## src/att_pkg.sv

```systemverilog
// Shared types and constants for the address translation table.
package att_pkg;

	localparam int TABLE_DEPTH = 256;
	localparam int ADDR_W      = 32;
	localparam int CNT_W       = $clog2(TABLE_DEPTH + 1);
	localparam int IDX_W       = (TABLE_DEPTH > 1) ? $clog2(TABLE_DEPTH) : 1;

	typedef enum logic [1:0] {
		ACT_LOOKUP = 2'd0,
		ACT_INSERT = 2'd1,
		ACT_CLEAR  = 2'd2
	} att_action_t;

	typedef enum logic [1:0] {
		ST_IDLE,
		ST_DISPATCH,
		ST_SCAN,
		ST_RESP
	} att_state_t;

	// Commands from the controller to the datapath.
	typedef struct packed {
		logic load;
		logic scan;
		logic commit;
	} att_cmd_t;

	// Status from the datapath to the controller.
	typedef struct packed {
		logic [1:0] action;
		logic       empty;
		logic       match;
		logic       scan_end;
		logic       out_free;
	} att_sts_t;

endpackage

```

## src/att_ctrl.sv

```systemverilog
// Controller state machine that sequences request decode, table scan and response.
module att_ctrl
	import att_pkg::*;
(
	input  logic     clk,
	input  logic     arst_n,
	input  logic     in_valid,
	output logic     in_ready,
	input  att_sts_t sts,
	output att_cmd_t cmd
);

	att_state_t state_q;
	att_state_t state_d;

	always_ff @(posedge clk or negedge arst_n) begin
		if (!arst_n) begin
			state_q <= ST_IDLE;
		end else begin
			state_q <= state_d;
		end
	end

	always_comb begin
		state_d  = state_q;
		cmd      = '0;
		in_ready = 1'b0;
		case (state_q)
			ST_IDLE: begin
				in_ready = 1'b1;
				if (in_valid) begin
					cmd.load = 1'b1;
					state_d  = ST_DISPATCH;
				end
			end
			ST_DISPATCH: begin
				// Only a lookup over a nonempty table needs the scan.
				if (sts.action == ACT_LOOKUP && !sts.empty) begin
					state_d = ST_SCAN;
				end else begin
					state_d = ST_RESP;
				end
			end
			ST_SCAN: begin
				cmd.scan = 1'b1;
				if (sts.match || sts.scan_end) begin
					state_d = ST_RESP;
				end
			end
			ST_RESP: begin
				if (sts.out_free) begin
					cmd.commit = 1'b1;
					state_d    = ST_IDLE;
				end
			end
			default: begin
				state_d = ST_IDLE;
			end
		endcase
	end

endmodule

```

## config.mk

```make
export PLATFORM = sky130hd
export DESIGN_NAME = att_ctrl
export DESIGN_NICKNAME = d
export VERILOG_FILES = /design/src/att_pkg.sv /design/src/att_ctrl.sv
export SDC_FILE = /design/constraint.sdc
export NUM_CORES = 1
export LEC_CHECK = 0
export ABC_AREA = 1
export BUFFER_PORTS_ARGS = -buffer_cell sky130_fd_sc_hd__buf_2
export CAP_MARGIN = 15
export CORE_AREA = 3 3 40 42
export CTS_BUF_LIST = sky130_fd_sc_hd__clkbuf_4 sky130_fd_sc_hd__clkbuf_8
export CTS_CLUSTER_DIAMETER = 100
export DETAILED_ROUTE_END_ITERATION = 10
export DIE_AREA = 0 0 43 45
export PLACE_DENSITY_LB_ADDON = 0.15
export SKIP_LAST_GASP = 1
export SLEW_MARGIN = 20
export SYNTH_ARGS = -nofsm -noshare
export SYNTH_HDL_FRONTEND = slang
export SYNTH_SLANG_ARGS = --single-unit
```

## constraint.sdc

```tcl
create_clock -name clk -period 1.4 [get_ports clk]
set_input_delay 0.14 -clock clk [delete_from_list [all_inputs] [get_ports clk]]
set_output_delay 0.14 -clock clk [all_outputs]
set_load 0.03 [all_outputs]
```

==> out/results.tsv, run 1 <==
stage	metric	value	unit
run_status	status	complete, no violations	
layout	reg.largest.list	state_q: 2 flops	
synth	syn-instance-count	32	
layout	top_register	state_q	
power	power_density	2117	nW/um^2
global_route	grt_use_total	5.662	%
global_route	grt_max_degree	6	
layout	largest_reg_flops	2	
global_route	grt_pass1_vias	203	
layout	final_core_util	26.58	%
clocking	root_buffer	clkbuf_4	
setup_path	cp.arrival	1.17	ns
placed_design	hpwlAfterDp	367.9	um
timing	fmaxAchievable	765.0	MHz
timing	report.final.slew_viol_count	0	
routing	routed_wl	439	um
timing	relSlewSlack	87.51	%
timing	finalSetupTns	0	ns
power	cellLeakagePower	0.2125	nW
power	power	0.7232	mW
timing	grt_setup_unrepaired	false	
timing	hold_viol	0	
routing	vias	218	
synth	synth-seq-area-share	22.99	%
timing	hold-worst-slack	0.2240	ns
synth	ys_warn_count	0	
placed_design	pre_cts_ws	0.09915	ns
routing	dr.pass1.iters	2	
timing	setup_violations	0	
layout	diodes	0	
timing	fin_ws	0.09275	ns
setup_path	cp.required	1.26	ns
synth	syn-cell-area	217.7	sq um
clocking	clockBufferDepth	2	
synth	syn_nets	45	
die	start_util	16.94	%
routing	vias_per_cell	3.460	
clocking	cts_buffers	3	
setup_path	worstSetupPathType	flop to output pin	
layout	drive_gt1_share	47.92	%
setup_path	startpoint_type	flop	
setup_path	r2r_setup_slack	0.19	ns
layout	layout_commonest_cell	buf_2	
timing	tightest_slew	0.1873	ns
die	die_y	45	um
routing	postRouteAntennaNets	0	
setup_path	path_max_fanout	5	
power	irDropWorstVdd	0.6998	mV
global_route	antenna_found_initial	0	
layout	final_cell_mix	12 x buf_2, 9 x nand2_1, 6 x inv_1	
synth	netlist-cell-type-count	9	
clocking	htreeDepth	1	
routing	detail_route.wl_per_cell	6.968	um
placed_design	gp_congestion	0.7084	
placed_design	io_buffers	12	
die	rows	13	
die	io_pins	13	
global_route	grt_pass1_wl	759	um
clocking	cts_sinks	2	
synth	ys_seq_elements	2	
layout	syn_to_final_growth	56.90	%
routing	drcViolationCount	0	
routing	drt_iter0_drc	1	
timing	post-route-period-util	93.38	%
layout	nNetsFinal	63	
timing	fin_crit	1.307	ns
timing	skew	0.003455	ns
synth	avgSynthCellArea	6.803	sq um
global_route	overflow	0	
setup_path	endpoint_kind	output pin	
die	dieWidth	43	um
clocking	tritoncts	built	
die	coreArea	1285	sq um
worst_hold_path	hp-class	primary input to async pin	
clocking	clkLatencyLatePin	0.22	ns
die	dieArea	1935	sq um
clocking	path_clk_slew	0.03	ns
job	drv_cap	0	
==> layout make-up <==
type	count	area, sq um
Multi-Input combinational cell	22	150.1
Clock buffer	3	22.52
Timing Repair Buffer	13	70.07
Fill cell	152	943.4
Inverter	8	30.03
Tap cell	15	18.77
Sequential cell	2	50.05
==> worst paths after layout <==
path	start	end	cells past startpoint
max	state_q[0]$_DFFE_PN0P_	cmd[2]	5
min	arst_n	state_q[1]$_DFFE_PN0P_	2
max reg2reg	state_q[0]$_DFFE_PN0P_	state_q[0]$_DFFE_PN0P_	7
min reg2reg	state_q[0]$_DFFE_PN0P_	state_q[0]$_DFFE_PN0P_	2
max in group asynchronous	arst_n	state_q[0]$_DFFE_PN0P_	2
min in group clk	sts[2]	state_q[1]$_DFFE_PN0P_	4
==> power by group <==
part,switching [mW],internal (mW),total [mW]
combinational,0.290,0.179,0.469
clock,0.0299,0.0943,0.124
sequential,0.0383,0.0916,0.130
==> worst max-delay path, cell delays in order (launching register included) <==
cell and delay, ns:
dfrtp_1 0.42, inv_2 0.11, ha_4 0.15, nand2_1 0.05, inv_1 0.04, buf_2 0.18
==> layer usage <==
metal	vias up	track usage [%]	wire, um
met5	-	0	0
li1	124	-	-
met4	0	5.422	0
met2	5	7.186	201
met3	0	2.789	31
met1	89	6.747	206
==> through the flow <==
step | std cells | instance area [sq um]
after detailed placement | 59 | 296.5
after global placement | 59 | 296.5
after global routing | 63 | 341.6
final | 63 | 341.6
after floorplan | 32 | 217.7
after CTS | 63 | 331.6
==> Yosys cell counts <==
master,number,area share (%)
nor2_4,1,5.2
nand2_2,3,8.6
nand2_1,9,16
nor2_2,1,2.9
dfrtp_1,2,23
inv_1,8,14
nor2_1,2,3.4
o21ai_1,2,4.6
ha_1,4,23
==> kinds of logic after synthesis <==
group / share of synthesized area, %
AND/OR/NAND/NOR: 35.63
buffers and inverters: 13.79
adder cells (fa/ha/maj): 22.99
flip-flops: 22.99
AO/OA/AOI/OAI: 4.598
==> timing repair <==
item                       CTS  global route
hold buffers                 1             0
gates resized for setup      1             3
setup endpoints to repair    1             1
buffers inserted             0             0
hold endpoints to repair     2             0
No activity file was read; power rests on OpenSTA's default activity.
==> inputs of run 2 (changes only) <==
clock period = 1.05 ns   (was 1.4 ns; I/O delays follow)
==> out/results.tsv, run 2 (synthesized netlist as in run 1, its figures left out) <==
stage	metric	value	unit
layout	reg.largest.list	state_q: 2 flops	
layout	syn_to_final_growth	102.9	%
run_status	status	finished with violations	
layout	top_register	state_q	
routing	dr.pass1.iters	1	
timing	report.final.slew_viol_count	0	
die	die_y	45	um
placed_design	place_area	351.6	sq um
routing	detail_route.wl_per_cell	7.420	um
setup_path	critPathMaxStageDelay	0.40	ns
timing	tightest_slew	0.1537	ns
timing	setup_violations	6	
timing	fmaxAchievable	800.9	MHz
die	rows	13	
clocking	cts_sinks	2	
setup_path	worstSetupPathType	flop to output pin	
timing	skew	0.0002370	ns
power	power_density	2953	nW/um^2
layout	drive_gt1_share	61.11	%
job	drv_cap	0	
die	dieWidth	43	um
die	start_util	16.94	%
placed_design	dp_cells	62	
setup_path	r2r_cells	8	
setup_path	startpoint_type	flop	
setup_path	slowest_stage	dfrtp_1	
timing	grt_setup_unrepaired	true	
die	dieArea	1935	sq um
clocking	tritoncts	built	
die	coreArea	1285	sq um
global_route	antenna_found_initial	0	
power	irDropWorstVdd	1.329	mV
placed_design	pre_cts_ws	-0.1456	ns
timing	fin_crit	1.249	ns
routing	drcViolationCount	0	
layout	diodes	0	
timing	hold-worst-slack	0.1923	ns
run_status	violations	setup timing	
clocking	clockBufferDepth	2	
layout	final_cells	69	
global_route	grt_max_degree	5	
placed_design	io_buffers	12	
global_route	grt_pass1_vias	259	
clocking	path_clk_slew	0.03	ns
setup_path	crit_path_end	cmd[2]	
routing	postRouteAntennaNets	0	
setup_path	endpoint_kind	output pin	
routing	routed_wl	512	um
setup_path	r2r_end	state_q[0]$_DFFE_PN0P_	
timing	post-route-period-util	118.9	%
setup_path	timing.rr.start	state_q[1]$_DFFE_PN0P_	
layout	largest_reg_flops	2	
timing	hold_viol	0	
global_route	overflow	0	
setup_path	r2r_setup_slack	-0.16	ns
routing	vias_per_cell	3.551	
clocking	root_buffer	clkbuf_4	
routing	vias	245	
setup_path	cp.required	0.94	ns
timing	fin_ws	-0.1986	ns
setup_path	path_max_fanout	3	
timing	finalSetupTns	-0.9269	ns
die	io_pins	13	
routing	drt_iter0_drc	0	
setup_path	worstSetupStartpoint	state_q[1]$_DFFE_PN0P_	
power	cellLeakagePower	0.2580	nW
layout	layout_commonest_cell	buf_2	
global_route	grt_use_total	7.000	%
timing	relSlewSlack	89.82	%
layout	nNetsFinal	69	
setup_path	worstPathCellList	inv_2 -> ha_4 -> buf_6 -> nand2_4 -> inv_2 -> buf_6	
clocking	cts_buffers	3	
placed_design	hpwlAfterDp	391.8	um
global_route	grt_pass1_wl	910	um
clocking	clkLatencyLatePin	0.22	ns
placed_design	gp_congestion	0.6668	
worst_hold_path	hp-class	primary input to async pin	
setup_path	cp.arrival	1.14	ns
layout	stdcell_area	441.7	sq um
clocking	htreeDepth	1	
layout	final_cell_mix	9 x buf_2, 7 x nand2_1, 5 x inv_1	
[run 2: cell count changes in the layout (fill, tap and decap cells not counted), moves of 2 or more]
cell,before,now
buf_4,0,4
buf_6,0,4
buf_2,12,9
nand2_1,9,7
nand2_4,0,2
[run 2: what timing repair did]
action | in CTS | in global routing
hold buffers | 1 | 0
pin swaps | 3 | 2
gates resized for setup | 7 | 3
hold endpoints to repair | 2 | 0
setup endpoints to repair | 6 | 6
buffers inserted | 2 | 1
[run 2: metrics by stage]
step / power (mW) / utilization, %
after floorplan: 0.7362 / -
after global placement: 0.9337 / 27.36
after detailed placement: 0.9306 / 27.36
after CTS: 1.272 / 32.91
after global routing: 1.442 / 34.37
final: 1.304 / 34.37
[run 2: critical path, delay by kind of cell, from the launching register on]
family                     cells  cell delay, ns
DFF                            1            0.40
buffers and inverters          4            0.34
adders and majority gates      1            0.14
and+or+nand+nor                1            0.04
[run 2: worst min path at each step]
stage	start	to	slack [ns]	cells after the start
floorplan	arst_n	state_q[0]$_DFFE_PN0P_	-0.19	0
global placement	arst_n	state_q[0]$_DFFE_PN0P_	-0.11	1
detailed placement	arst_n	state_q[0]$_DFFE_PN0P_	-0.11	1
CTS	arst_n	state_q[1]$_DFFE_PN0P_	0.18	2
global route	arst_n	state_q[1]$_DFFE_PN0P_	0.19	2
finish	arst_n	state_q[1]$_DFFE_PN0P_	0.19	2
[run 2: layout make-up]
| type | count | area (sq um) |
|---|---|---|
| Multi-Input combinational cell | 22 | 182.7 |
| Tap cell | 15 | 18.77 |
| Timing Repair Buffer | 19 | 137.6 |
| Fill cell | 152 | 843.3 |
| Inverter | 8 | 30.03 |
| Clock buffer | 3 | 22.52 |
| Sequential cell | 2 | 50.05 |
[run 2: per-layer routing]
layer / vias to the layer above / track usage (%) / share of wire, %
met5: - / 0 / 0
met4: 0 / 9.036 / 0
met2: 8 / 11.08 / 54
li1: 135 / - / -
met1: 102 / 6.039 / 37
met3: 0 / 2.789 / 8.6
[run 2: where the power goes]
group	internal, mW	switching [mW]	total (mW)
sequential	0.122	0.0390	0.161
clock	0.126	0.0443	0.170
combinational	0.482	0.490	0.972
==> inputs of run 3 (changes only) <==
BUFFER_PORTS_ARGS = not set   (was -buffer_cell sky130_fd_sc_hd__buf_2)
DONT_BUFFER_PORTS = 1   (was not set)
==> out/results.tsv, run 3 (synthesized netlist as in run 1, its figures left out) <==
stage	metric	value	unit
timing	fin_ws	-0.1498	ns
layout	layout_commonest_cell	nand2_1	
clocking	cts_buffers	3	
timing	hold_viol	0	
die	rows	13	
timing	report.final.slew_viol_count	0	
clocking	root_buffer	clkbuf_4	
routing	drt_iter0_drc	0	
setup_path	slowest_stage	dfrtp_1	
job	drv_cap	0	
run_status	violations	setup timing	
clocking	clockBufferDepth	2	
timing	hold-worst-slack	0.1134	ns
setup_path	worstPathCellList	inv_2 -> ha_4 -> buf_6 -> nand2_4 -> inv_6	
layout	syn_to_final_growth	81.03	%
setup_path	timing.rr.start	state_q[1]$_DFFE_PN0P_	
setup_path	startpoint_type	flop	
setup_path	critPathMaxStageDelay	0.40	ns
power	cellLeakagePower	0.2073	nW
routing	dr.pass1.iters	1	
setup_path	path_max_fanout	3	
placed_design	hpwlAfterDp	410.1	um
placed_design	gp_congestion	0.6762	
global_route	antenna_found_initial	0	
power	power	1.273	mW
power	intPower	0.6977	mW
power	swShare	45.19	%
die	dieWidth	43	um
die	die_y	45	um
routing	routed_wl	498	um
routing	drcViolationCount	0	
setup_path	endpoint_kind	output pin	
layout	reg.largest.list	state_q: 2 flops	
routing	vias_per_cell	3.776	
clocking	clkLatencyLatePin	0.22	ns
power	seqPwrFrac	13.0	%
placed_design	pre_cts_ws	-0.1492	ns
setup_path	cp.required	0.94	ns
die	dieArea	1935	sq um
routing	postRouteAntennaNets	0	
routing	detail_route.wl_per_cell	8.586	um
power	p_comb_share	73.9	%
layout	final_cell_mix	6 x nand2_1, 4 x nand2_2, 4 x inv_1, 4 x buf_6	
die	coreArea	1285	sq um
timing	relSlewSlack	90.59	%
run_status	status	finished with violations	
clocking	cts_sinks	2	
clocking	tritoncts	built	
placed_design	place_area	306.5	sq um
setup_path	worstSetupStartpoint	state_q[0]$_DFFE_PN0P_	
worst_hold_path	hp-class	primary input to async pin	
layout	top_register	state_q	
layout	stdcell_area	394.1	sq um
layout	largest_reg_flops	2	
die	start_util	16.94	%
setup_path	worstSetupPathType	flop to output pin	
power	irDropWorstVdd	1.262	mV
power	p_sw	0.5752	mW
timing	grt_setup_unrepaired	true	
routing	vias	219	
timing	tightest_slew	0.1412	ns
timing	fmaxAchievable	833.5	MHz
setup_path	cp.arrival	1.09	ns
timing	post-route-period-util	114.3	%
global_route	grt_use_total	6.162	%
global_route	overflow	0	
power	power_density	3230	nW/um^2
timing	skew	0.0002149	ns
layout	diodes	0	
global_route	grt_max_degree	5	
clocking	path_clk_slew	0.03	ns
timing	finalSetupTns	-0.6816	ns
layout	drive_gt1_share	58.14	%
timing	fin_crit	1.200	ns
global_route	grt_pass1_wl	800	um
die	io_pins	13	
global_route	grt_pass1_vias	214	
layout	nNetsFinal	58	
power	pwr-share-clk	13.1	%
clocking	htreeDepth	1	
placed_design	io_buffers	0	
timing	setup_violations	6	
==> run 3: cell count changes in the layout (fill, tap and decap cells not counted), sizes merged <==
cell / delta
buf: -10
clkbuf: -1
==> run 3: worst paths after layout <==
path | endpoint | slack (ns) | depth (start not counted)
max | cmd[2] | -0.15 | 5
min | state_q[0]$_DFFE_PN0P_ | 0.11 | 1
max reg2reg | state_q[0]$_DFFE_PN0P_ | -0.14 | 8
min reg2reg | state_q[0]$_DFFE_PN0P_ | 0.65 | 3
max in group asynchronous | state_q[1]$_DFFE_PN0P_ | 0.82 | 1
min in group clk | state_q[1]$_DFFE_PN0P_ | 0.15 | 3
==> run 3: power groups by stage <==
| stage | clock [mW] | sequential [mW] | combinational [mW] |
|---|---|---|---|
| global placement | 0 | 0.171 | 0.736 |
| floorplan | 0 | 0.171 | 0.565 |
| global route | 0.185 | 0.170 | 1.05 |
| CTS | 0.182 | 0.165 | 0.907 |
| detailed placement | 0 | 0.173 | 0.755 |
| finish | 0.167 | 0.165 | 0.940 |
==> run 3: metrics by stage <==
step | utilization [%] | cells
final | 30.67 | 58
after global routing | 30.67 | 58
after CTS | 29.11 | 57
after detailed placement | 23.86 | 52
after global placement | 23.86 | 52
after floorplan | - | 32
==> run 3: final cells by class <==
class	instances	area, sq um
Tap cell	15	18.77
Multi-Input combinational cell	22	187.7
Clock buffer	3	22.52
Sequential cell	2	50.05
Inverter	8	37.54
Fill cell	156	890.9
Timing Repair Buffer	8	77.57
==> run 3: per-layer routing <==
metal / part of all wire, % / GRT usage [%] / wire (um) / up-vias
li1: - / - / - / 114
met1: 35 / 5.301 / 175 / 97
met2: 54 / 9.281 / 269 / 8
met3: 10 / 3.586 / 52 / 0
met4: 0 / 7.229 / 0 / 0
met5: 0 / 0 / 0 / -
==> run 3: timing repair <==
| action | in CTS | in global routing |
|---|---|---|
| endpoints found under the setup margin | 6 | 6 |
| setup buffers | 1 | 1 |
| cloned | 0 | 0 |
| hold buffers | 1 | 0 |
| endpoints found under the hold margin | 2 | 0 |
| pin swaps | 2 | 5 |
| gates resized for setup | 9 | 4 |
==> run 3: worst max-delay path: cells and delay by family (launching register included) <==
family                   cells  cell delay [ns]
flip-flops                   1             0.40
buffers and inverters        3             0.28
adder cells (fa/ha/maj)      1             0.14
AND/OR/NAND/NOR              1             0.05
